==> src/hdl/ctc_pkg.sv <==
`default_nettype none

package ctc_pkg;

   localparam int COUNT_BITS = 16;
   localparam int ENTRY_BITS = 4;
   localparam int CLASS_BITS = 4;
   localparam int MASK_BITS  = 27;
   localparam logic [MASK_BITS-1:0] MASK_RESET = 27'd12812800;
   localparam int CHANNELS   = 3;

   typedef enum logic {
      CMD_CLASSIFY  = 1'b0,
      CMD_CALIBRATE = 1'b1
   } cmd_type;

endpackage

`default_nettype wire

==> src/hdl/ctc_if.sv <==
`default_nettype none

interface ctc_req_if;
   import ctc_pkg::*;
   logic                  valid;
   logic                  ready;
   logic                  cmd;
   logic [ENTRY_BITS-1:0] entry_index;
   logic [COUNT_BITS-1:0] red_count;
   logic [COUNT_BITS-1:0] green_count;
   logic [COUNT_BITS-1:0] blue_count;
   logic [COUNT_BITS-1:0] clear_count;
   modport source (output valid, cmd, entry_index, red_count, green_count, blue_count,
                   clear_count, input ready);
   modport sink (input valid, cmd, entry_index, red_count, green_count, blue_count,
                 clear_count, output ready);
endinterface

interface ctc_rsp_if;
   import ctc_pkg::*;
   logic                  valid;
   logic                  ready;
   logic [CLASS_BITS-1:0] color_class;
   modport source (output valid, color_class, input ready);
   modport sink (input valid, color_class, output ready);
endinterface

interface ctc_csr_if;
   import ctc_pkg::*;
   logic                 valid;
   logic                 ready;
   logic [MASK_BITS-1:0] data;
   modport source (output valid, data, input ready);
   modport sink (input valid, data, output ready);
endinterface

`default_nettype wire

==> src/hdl/color_template_classifier.sv <==
`default_nettype none

// Color template classifier.
// The req_port channel carries one sensor sample per transaction: a command
// (classify or calibrate), a table entry index and the red, green, blue and
// clear counts. Three serial dividers form the channel-over-clear ratios.
// A calibrate transaction then writes the ratios into the template memory,
// if its entry index is below NUM_COLORS, and produces no result. A classify
// transaction reads the NUM_COLORS templates from the memory one per cycle,
// compares each against its window, and puts one color_class transaction on
// rsp_port. The serial division takes most of the time an item occupies the
// block. req_port is ready whenever no item is in progress. A result waits
// in an output register, so the next sample is accepted while the receiver
// stalls; only the hand-off of the following result waits for rsp_port to
// drain. The csr_port channel is always ready and writes the narrow window
// mask. Reset restores the mask and makes every template read as one half.

module color_template_classifier #(
   parameter int NUM_COLORS      = 9,
   parameter int RATIO_FRAC_BITS = 16
) (
   input wire logic clock,
   input wire logic reset,
   ctc_req_if.sink   req_port,
   ctc_rsp_if.source rsp_port,
   ctc_csr_if.sink   csr_port
);
   import ctc_pkg::*;

   localparam int RB       = RATIO_FRAC_BITS + 2;
   localparam int PW       = RB + 7;
   localparam int QW       = COUNT_BITS + RATIO_FRAC_BITS;
   localparam int CNT_W    = $clog2(QW);
   localparam int IDX_W    = $clog2(NUM_COLORS);
   localparam int MW       = (NUM_COLORS * 3 > MASK_BITS) ? NUM_COLORS * 3 : MASK_BITS;
   localparam int MI_W     = $clog2(MW);
   localparam int ROW_BITS = CHANNELS * RB;

   typedef enum logic [2:0] {
      ST_IDLE,
      ST_DIVIDE,
      ST_WRITE,
      ST_SCAN,
      ST_DRAIN,
      ST_RESULT
   } state_type;

   state_type             state_ff;
   logic [CNT_W-1:0]      cnt_ff;
   logic                  cmd_ff;
   logic [ENTRY_BITS-1:0] entry_ff;
   logic [IDX_W-1:0]      rd_idx_ff;
   logic                  cmp_valid_ff;
   logic [IDX_W-1:0]      cmp_idx_ff;
   logic [CLASS_BITS-1:0] best_ff;
   logic                  rsp_valid_ff;
   logic [CLASS_BITS-1:0] rsp_class_ff;
   logic [MASK_BITS-1:0]  mask_ff;
   logic [NUM_COLORS-1:0] row_valid_ff;
   logic                  rd_row_valid_ff;
   logic [ROW_BITS-1:0]   rd_data_ff;
   logic [ROW_BITS-1:0]   mem [NUM_COLORS];

   logic                  accept;
   logic                  div_load;
   logic                  div_step;
   logic                  mem_we;
   logic                  mem_re;
   logic                  rsp_load;
   logic [RB-1:0]         ratio [CHANNELS];
   logic [ROW_BITS-1:0]   ratio_row;
   logic [ROW_BITS-1:0]   tmpl_row;
   logic [MW-1:0]         mask_wide;
   logic [CHANNELS-1:0]   chan_ok;
   logic                  entry_in_range;

   assign accept         = req_port.valid && req_port.ready;
   assign req_port.ready = state_ff == ST_IDLE;
   assign div_load       = accept;
   assign div_step       = state_ff == ST_DIVIDE;
   assign entry_in_range = {1'b0, entry_ff} < (ENTRY_BITS + 1)'(NUM_COLORS);
   assign mem_we         = state_ff == ST_WRITE && entry_in_range;
   assign mem_re         = state_ff == ST_SCAN;
   assign rsp_load       = state_ff == ST_RESULT && (!rsp_valid_ff || rsp_port.ready);

   assign csr_port.ready       = 1'b1;
   assign rsp_port.valid       = rsp_valid_ff;
   assign rsp_port.color_class = rsp_class_ff;

   ctc_divider #(.RATIO_FRAC_BITS(RATIO_FRAC_BITS)) u_div_red (
      .clock(clock), .load(div_load), .step(div_step),
      .count(req_port.red_count), .divisor(req_port.clear_count), .ratio(ratio[0])
   );

   ctc_divider #(.RATIO_FRAC_BITS(RATIO_FRAC_BITS)) u_div_green (
      .clock(clock), .load(div_load), .step(div_step),
      .count(req_port.green_count), .divisor(req_port.clear_count), .ratio(ratio[1])
   );

   ctc_divider #(.RATIO_FRAC_BITS(RATIO_FRAC_BITS)) u_div_blue (
      .clock(clock), .load(div_load), .step(div_step),
      .count(req_port.blue_count), .divisor(req_port.clear_count), .ratio(ratio[2])
   );

   assign ratio_row = {ratio[2], ratio[1], ratio[0]};

   always_ff @(posedge clock) begin
      if (mem_we) begin
         mem[entry_ff[IDX_W-1:0]] <= ratio_row;
      end
      if (mem_re) begin
         rd_data_ff <= mem[rd_idx_ff];
      end
   end

   assign tmpl_row  = rd_row_valid_ff ? rd_data_ff
                                      : {CHANNELS{RB'(1) << (RATIO_FRAC_BITS - 1)}};
   assign mask_wide = MW'(mask_ff);

   for (genvar c = 0; c < CHANNELS; c++) begin : g_cmp
      logic [RB-1:0]   x;
      logic [RB-1:0]   t;
      logic [MI_W-1:0] bit_idx;
      logic [PW-1:0]   x10, x100, t9, t11, t95, t105;
      logic            wide_ok, narrow_ok;

      assign x         = ratio[c];
      assign t         = tmpl_row[c*RB +: RB];
      assign bit_idx   = MI_W'(MI_W'(cmp_idx_ff) * MI_W'(3) + MI_W'(c));
      assign x10       = PW'(x) * PW'(10);
      assign x100      = PW'(x) * PW'(100);
      assign t9        = PW'(t) * PW'(9);
      assign t11       = PW'(t) * PW'(11);
      assign t95       = PW'(t) * PW'(95);
      assign t105      = PW'(t) * PW'(105);
      assign wide_ok   = (x10 < t11) && (x10 > t9);
      assign narrow_ok = (x100 < t105) && (x100 > t95);
      assign chan_ok[c] = mask_wide[bit_idx] ? narrow_ok : wide_ok;
   end

   always_ff @(posedge clock) begin
      if (reset) begin
         state_ff        <= ST_IDLE;
         cnt_ff          <= '0;
         rd_idx_ff       <= '0;
         cmp_valid_ff    <= 1'b0;
         rsp_valid_ff    <= 1'b0;
         mask_ff         <= MASK_RESET;
         row_valid_ff    <= '0;
         rd_row_valid_ff <= 1'b0;
      end else begin
         if (csr_port.valid) begin
            mask_ff <= csr_port.data;
         end
         if (rsp_load) begin
            rsp_valid_ff <= 1'b1;
         end else if (rsp_port.ready) begin
            rsp_valid_ff <= 1'b0;
         end

         cmp_valid_ff <= mem_re;
         cmp_idx_ff   <= rd_idx_ff;
         if (mem_re) begin
            rd_row_valid_ff <= row_valid_ff[rd_idx_ff];
         end
         if (cmp_valid_ff && (&chan_ok)) begin
            best_ff <= CLASS_BITS'({1'b0, cmp_idx_ff} + (IDX_W + 1)'(1));
         end

         unique case (state_ff)
            ST_IDLE: begin
               if (accept) begin
                  cmd_ff    <= req_port.cmd;
                  entry_ff  <= req_port.entry_index;
                  cnt_ff    <= '0;
                  rd_idx_ff <= '0;
                  best_ff   <= '0;
                  state_ff  <= ST_DIVIDE;
               end
            end
            ST_DIVIDE: begin
               cnt_ff <= cnt_ff + CNT_W'(1);
               if (cnt_ff == CNT_W'(QW - 1)) begin
                  state_ff <= (cmd_ff == CMD_CALIBRATE) ? ST_WRITE : ST_SCAN;
               end
            end
            ST_WRITE: begin
               if (entry_in_range) begin
                  row_valid_ff[entry_ff[IDX_W-1:0]] <= 1'b1;
               end
               state_ff <= ST_IDLE;
            end
            ST_SCAN: begin
               rd_idx_ff <= rd_idx_ff + IDX_W'(1);
               if (rd_idx_ff == IDX_W'(NUM_COLORS - 1)) begin
                  state_ff <= ST_DRAIN;
               end
            end
            ST_DRAIN: begin
               state_ff <= ST_RESULT;
            end
            ST_RESULT: begin
               if (rsp_load) begin
                  rsp_class_ff <= best_ff;
                  state_ff     <= ST_IDLE;
               end
            end
            default: begin
               state_ff <= ST_IDLE;
            end
         endcase
      end
   end

endmodule

`default_nettype wire

==> src/hdl/ctc_divider.sv <==
`default_nettype none

module ctc_divider #(
   parameter int RATIO_FRAC_BITS = 16
) (
   input  wire logic                           clock,
   input  wire logic                           load,
   input  wire logic                           step,
   input  wire logic [ctc_pkg::COUNT_BITS-1:0] count,
   input  wire logic [ctc_pkg::COUNT_BITS-1:0] divisor,
   output logic      [RATIO_FRAC_BITS+1:0]     ratio
);
   import ctc_pkg::*;

   localparam int RB = RATIO_FRAC_BITS + 2;
   localparam int QW = COUNT_BITS + RATIO_FRAC_BITS;

   logic [QW-1:0]         dividend_ff;
   logic [QW-1:0]         quot_ff;
   logic [COUNT_BITS-1:0] rem_ff;
   logic [COUNT_BITS-1:0] divisor_ff;
   logic [COUNT_BITS:0]   trial;
   logic                  fits;

   assign trial = {rem_ff, dividend_ff[QW-1]};
   assign fits  = trial >= {1'b0, divisor_ff};

   always_ff @(posedge clock) begin
      if (load) begin
         dividend_ff <= {count, {RATIO_FRAC_BITS{1'b0}}};
         quot_ff     <= '0;
         rem_ff      <= '0;
         divisor_ff  <= divisor;
      end else if (step) begin
         dividend_ff <= {dividend_ff[QW-2:0], 1'b0};
         quot_ff     <= {quot_ff[QW-2:0], fits};
         if (fits) begin
            rem_ff <= COUNT_BITS'(trial - {1'b0, divisor_ff});
         end else begin
            rem_ff <= trial[COUNT_BITS-1:0];
         end
      end
   end

   // A zero divisor yields an all-ones quotient, which saturates below.
   assign ratio = (|quot_ff[QW-1:RB]) ? {RB{1'b1}} : quot_ff[RB-1:0];

endmodule

`default_nettype wire
==> src/flat_wrapper.sv <==
// flat-port wrapper written by rule: the top's interface ports become plain ports
module color_template_classifier_flat import ctc_pkg::*;
#(
   parameter int NUM_COLORS      = 9,
   parameter int RATIO_FRAC_BITS = 16
)
  (clock, reset, req_port_valid, req_port_cmd, req_port_entry_index, req_port_red_count, req_port_green_count, req_port_blue_count, req_port_clear_count, req_port_ready, rsp_port_valid, rsp_port_color_class, rsp_port_ready, csr_port_valid, csr_port_data, csr_port_ready);
  ctc_req_if req_port_i ();
  ctc_rsp_if rsp_port_i ();
  ctc_csr_if csr_port_i ();
  input wire logic clock;
  input wire logic reset;
  input wire logic [$bits(req_port_i.valid)-1:0] req_port_valid;
  input wire logic [$bits(req_port_i.cmd)-1:0] req_port_cmd;
  input wire logic [$bits(req_port_i.entry_index)-1:0] req_port_entry_index;
  input wire logic [$bits(req_port_i.red_count)-1:0] req_port_red_count;
  input wire logic [$bits(req_port_i.green_count)-1:0] req_port_green_count;
  input wire logic [$bits(req_port_i.blue_count)-1:0] req_port_blue_count;
  input wire logic [$bits(req_port_i.clear_count)-1:0] req_port_clear_count;
  output wire logic [$bits(req_port_i.ready)-1:0] req_port_ready;
  output wire logic [$bits(rsp_port_i.valid)-1:0] rsp_port_valid;
  output wire logic [$bits(rsp_port_i.color_class)-1:0] rsp_port_color_class;
  input wire logic [$bits(rsp_port_i.ready)-1:0] rsp_port_ready;
  input wire logic [$bits(csr_port_i.valid)-1:0] csr_port_valid;
  input wire logic [$bits(csr_port_i.data)-1:0] csr_port_data;
  output wire logic [$bits(csr_port_i.ready)-1:0] csr_port_ready;
  assign req_port_i.valid = req_port_valid;
  assign req_port_i.cmd = req_port_cmd;
  assign req_port_i.entry_index = req_port_entry_index;
  assign req_port_i.red_count = req_port_red_count;
  assign req_port_i.green_count = req_port_green_count;
  assign req_port_i.blue_count = req_port_blue_count;
  assign req_port_i.clear_count = req_port_clear_count;
  assign req_port_ready = req_port_i.ready;
  assign rsp_port_valid = rsp_port_i.valid;
  assign rsp_port_color_class = rsp_port_i.color_class;
  assign rsp_port_i.ready = rsp_port_ready;
  assign csr_port_i.valid = csr_port_valid;
  assign csr_port_i.data = csr_port_data;
  assign csr_port_ready = csr_port_i.ready;
  color_template_classifier #(.NUM_COLORS(NUM_COLORS), .RATIO_FRAC_BITS(RATIO_FRAC_BITS)) u_core (.clock(clock), .reset(reset), .req_port(req_port_i), .rsp_port(rsp_port_i), .csr_port(csr_port_i));
endmodule
==> config.mk <==
export PLATFORM = sky130hd
export DESIGN_NAME = color_template_classifier_flat
export DESIGN_NICKNAME = d
export VERILOG_FILES = /design/src/hdl/ctc_pkg.sv /design/src/hdl/ctc_if.sv /design/src/hdl/color_template_classifier.sv /design/src/hdl/ctc_divider.sv /design/src/flat_wrapper.sv
export SDC_FILE = /design/constraint.sdc
export NUM_CORES = 2
export LEC_CHECK = 0
export BUFFER_PORTS_ARGS = -buffer_cell sky130_fd_sc_hd__buf_2
export CAP_MARGIN = 20
export CORE_ASPECT_RATIO = 1.5
export CORE_MARGIN = 10
export CORE_UTILIZATION = 45
export DETAILED_ROUTE_END_ITERATION = 12
export GPL_TIMING_DRIVEN = 0
export SYNTH_ARGS = -nofsm -noshare
export SYNTH_HDL_FRONTEND = slang
export SYNTH_SLANG_ARGS = --single-unit
==> constraint.sdc <==
create_clock -name clock -period 7.39 [get_ports clock]
set_input_delay 0.3695 -clock clock [delete_from_list [all_inputs] [get_ports clock]]
set_output_delay 0.3695 -clock clock [all_outputs]
set_load 0.05 [all_outputs]
==> out/qor.txt <==
Run status = complete, but fails checks
Violated checks = setup timing
Synth cell types = 84
M2 GR Usage = 43.07%
Layout area overhead = 15.43%
Cell internal pwr = 8.558 mW
Yosys warnings = 0
Flop and latch count out of synthesis = 816
Design Area, Final = 0.08102 mm2
CTS max path bufs = 3
Width of the chip = 342.5 um
Cell Area, Synth = 0.07018 mm2
Slowest cell on crit path = or4_4
Most Crowded Layer GR = met2
Setup violators final = 4
Critical Path RT = 7.88 ns
Wirelength, routed = 201.4 mm
Worst reg-to-reg path cell count = 30
Largest fanout on the critical path = 7
Crit. End Element = register
Peak VDD IR = 0.2280 mV
Mapped Nets = 8430
Met1 usage = 25.06%
Core area = 0.1550 mm2
F_max = 131.8 MHz
Vias in the first global route = 54.36k
Gr ovfl total = 0
Cell Area, Placed = 0.07397 mm2
Drt via density = 5.557
Final number of hold-violating endpoints = 0
Async S/R FF share, synth = 0%
Largest net degree at the start of global routing = 61
WP buf/inv = 7
Unrepaired setup endpoints after global routing = true
Pwr/cell area = 150.4 mW/mm2
R2R Setup Slk = -0.19 ns
Worst EP arrival = 8.07 ns
Height of the die = 503.7 um
Top_reg_cell synth = edfxtp_1
Clock Power Share = 33.6%
Reg2reg end = u_core.best_ff[0]$_DFFE_PN_
Io pins = 108
Fin crit period = 7.585 ns
Initial antenna violation count = 2
CP top delay family = adder cells
Final ANT Viol Nets = 0
H-tree Lvls = 3
Final Skew = 0.03177 ns
Critical path class = reg2reg
Final hold slack = 0.01802 ns
Placement Rows = 177
Syn Inst Count = 6981
FF-to-FF Start = u_core.rd_row_valid_ff$_SDFFE_PP0P_
Vias = 53.14k
Clock root buffer = clkbuf_16
WHS Endpoint = u_core.u_div_green.dividend_ff[21]$_DFFE_PP_
First-pass detailed-route iteration total = 6
EDFF count, synth = 621
Flop pwr share = 43.8%
Worst-path clk slew = 0.06 ns
Setup TNS = -0.4682 ns
Final worst-path setup slack = -0.1945 ns
Initial DRC count = 3115
Met3 Usage GRT = 1.629%
Startpoint types = register
Clock Sink Count = 816
Power Total = 12.18 mW
Max_cap viols = 0
Hold Path Class = in2reg
Final period utilization = 102.6%
Rel. slew slack = 27.52%
Leakage = 37.92 nW
TritonCTS Buffers = 80
Fin util = 52.26%
Die area = 0.1725 mm2
Initial Utilization = 45.27%
CTS tree = yes
Seq/Total Area, Yosys = 32.13%
Routed WL per cell = 21.06 um
CP max stage delay = 0.59 ns
Fin. max-slew vios = 0
DP HPWL = 156.1 mm
GPL Wtd Cong = 0.9052
Min-Delay Path Depth = 3
Share of post-route cells with drive strength above 1 = 13.17%
I/O Buffers = 104
Drt drc = 0
Syn Area/Cell = 10.05 um2
Global-route wire length before repair = 307.4 mm
NetSw = 3.627 mW
Switch share = 29.76%
Nets = 8880
Gate power share = 22.6%
GRT Util Overall = 22.86%
Worst slew pin tran = 1.087 ns
Hold Startpoint = req_port_green_count[5]
Later-pin clock latency in the skew report = 0.67 ns
Most used cell, CP = clkbuf_16
## power groups by stage
stage	logic [mW]	registers (mW)	clock network [mW]
2_1_floorplan	1.91	5.36	0
3_3_place_gp	2.58	5.42	0
3_5_place_dp	2.65	5.42	0
4_1_cts	2.71	5.33	4.16
5_1_grt	3.05	5.35	4.32
6_report	2.75	5.34	4.10
## cells in the mapped netlist, types with 14 or more instances
cell type | count | area (um2)
xnor2_1 | 193 | 1690
ha_1 | 1039 | 13000
inv_1 | 847 | 3179
and2_1 | 109 | 681.9
a21o_1 | 158 | 1186
or3_1 | 56 | 350.3
o21ai_0 | 300 | 1501
nor2b_1 | 51 | 319.1
edfxtp_1 | 621 | 18650
buf_1 | 43 | 161.4
o31a_1 | 14 | 122.6
or2_2 | 84 | 525.5
dfxtp_1 | 195 | 3904
mux4_2 | 129 | 2905
a21boi_0 | 14 | 105.1
nor4_1 | 27 | 168.9
mux2i_1 | 119 | 1191
nor3_1 | 111 | 555.5
o211ai_1 | 29 | 217.7
a31oi_1 | 31 | 193.9
clkbuf_1 | 143 | 536.8
nand2_1 | 721 | 2706
nand3_1 | 141 | 705.7
a211oi_1 | 45 | 337.8
o21bai_1 | 19 | 142.6
nand4_1 | 70 | 437.9
o21a_1 | 43 | 322.8
o22ai_1 | 14 | 87.58
nand2b_1 | 74 | 462.9
o31ai_1 | 18 | 135.1
a21oi_1 | 412 | 2062
a211o_1 | 18 | 157.7
nor2_1 | 282 | 1059
and3_1 | 105 | 656.9
fa_1 | 309 | 6186
xor2_1 | 218 | 1909
## placed cells by master (no fill, tap or decap), types with 84 or more instances in the layout
master,instances
inv_1,811
dfxtp_1,194
nor3_1,101
nor2_1,267
xnor2_1,180
fa_1,306
mux2i_1,118
a21oi_1,390
buf_2,110
o21ai_0,273
clkbuf_16,95
buf_4,142
a21o_1,158
ha_1,990
xor2_1,216
clkbuf_1,122
edfxtp_1,621
nand3_1,138
nand2_1,696
mux4_2,129
and3_1,101
and2_1,84
## registers in the layout, summed over array words and instances (netlist names), 3 cells and up
signal                          flops
u_core.best_ff                      4
u_core.u_div_blue.rem_ff           16
u_core.u_div_red.divisor_ff        16
u_core.state_ff                     3
u_core.u_div_red.rem_ff            16
u_core.u_div_blue.dividend_ff      16
u_core.u_div_blue.quot_ff          32
u_core.u_div_green.rem_ff          16
u_core.cmp_idx_ff                   4
u_core.row_valid_ff                 9
u_core.mem                        486
u_core.rd_idx_ff                    4
u_core.mask_ff                     27
u_core.cnt_ff                       5
u_core.u_div_red.dividend_ff       16
u_core.rsp_port.color_class         4
u_core.u_div_green.quot_ff         32
u_core.u_div_red.quot_ff           32
u_core.u_div_green.dividend_ff     16
u_core.entry_ff                     4
u_core.rd_data_ff                  54
## worst max-delay path by stage
stage | slack (ns) | cells after the start | from | endpoint
after detailed placement | -4.18 | 27 | u_core.rd_row_valid_ff$_SDFFE_PP0P_ | u_core.best_ff[0]$_DFFE_PN_
after floorplan | 0.04 | 30 | u_core.rd_row_valid_ff$_SDFFE_PP0P_ | u_core.best_ff[0]$_DFFE_PN_
after global placement | -5.34 | 29 | u_core.rd_row_valid_ff$_SDFFE_PP0P_ | u_core.best_ff[0]$_DFFE_PN_
after CTS | -0.07 | 33 | u_core.rd_row_valid_ff$_SDFFE_PP0P_ | u_core.best_ff[0]$_DFFE_PN_
final | -0.19 | 30 | u_core.rd_row_valid_ff$_SDFFE_PP0P_ | u_core.best_ff[0]$_DFFE_PN_
after global routing | -0.35 | 31 | u_core.u_div_green.quot_ff[27]$_SDFFE_PP0P_ | u_core.best_ff[0]$_DFFE_PN_
## logic make-up after synthesis
logic type,synth area share [%]
XOR/XNOR,5.152
AND/OR/NAND/NOR,12.73
adder cells (fa/ha/maj),27.34
AO/OA/AOI/OAI,11.07
multiplexers,5.949
buffers and inverters,5.619
flip-flops,32.13
other,0.005343
## layout make-up
type                    instances  area [um2]
fillers                     13910       74010
multi-input cells            5124       45620
flip-flops and latches        816       22560
repair buffers                377        3273
inverters                     849        3248
well taps                    2058        2575
clock buffers                 104        2132
plain buffers                 183        1117
clock inverters                44       484.2
diodes                          7       17.52
## layer usage
layer,vias to the layer above,wire (um)
met1,26118,76080
li1,25527,-
met3,410,5870
met5,-,0
met2,1082,106500
met4,0,12880
## stage by stage
| step | cells | setup slack [ns] |
|---|---|---|
| after floorplan | 6981 | 0.03647 |
| after global routing | 9556 | -0.3458 |
| final | 9562 | -0.1945 |
| after CTS | 9495 | -0.06749 |
| after detailed placement | 9180 | -4.177 |
| after global placement | 9143 | -5.343 |
## worst min-delay path: cells and delay by family
kind,cells,cell delay (ns)
AND/OR/NAND/NOR,2,0.12
buffers and inverters,1,0.08
## repair_timing
item / in CTS / in global routing
pin swaps: 131 / 88
gates resized for setup: 392 / 123
gates cloned: 4 / 1
setup endpoints to repair: 4 / 4
hold buffers: 77 / 0
setup buffers: 95 / 56
endpoints found under the hold margin: 77 / 0
No activity file was read; power rests on OpenSTA's default activity.
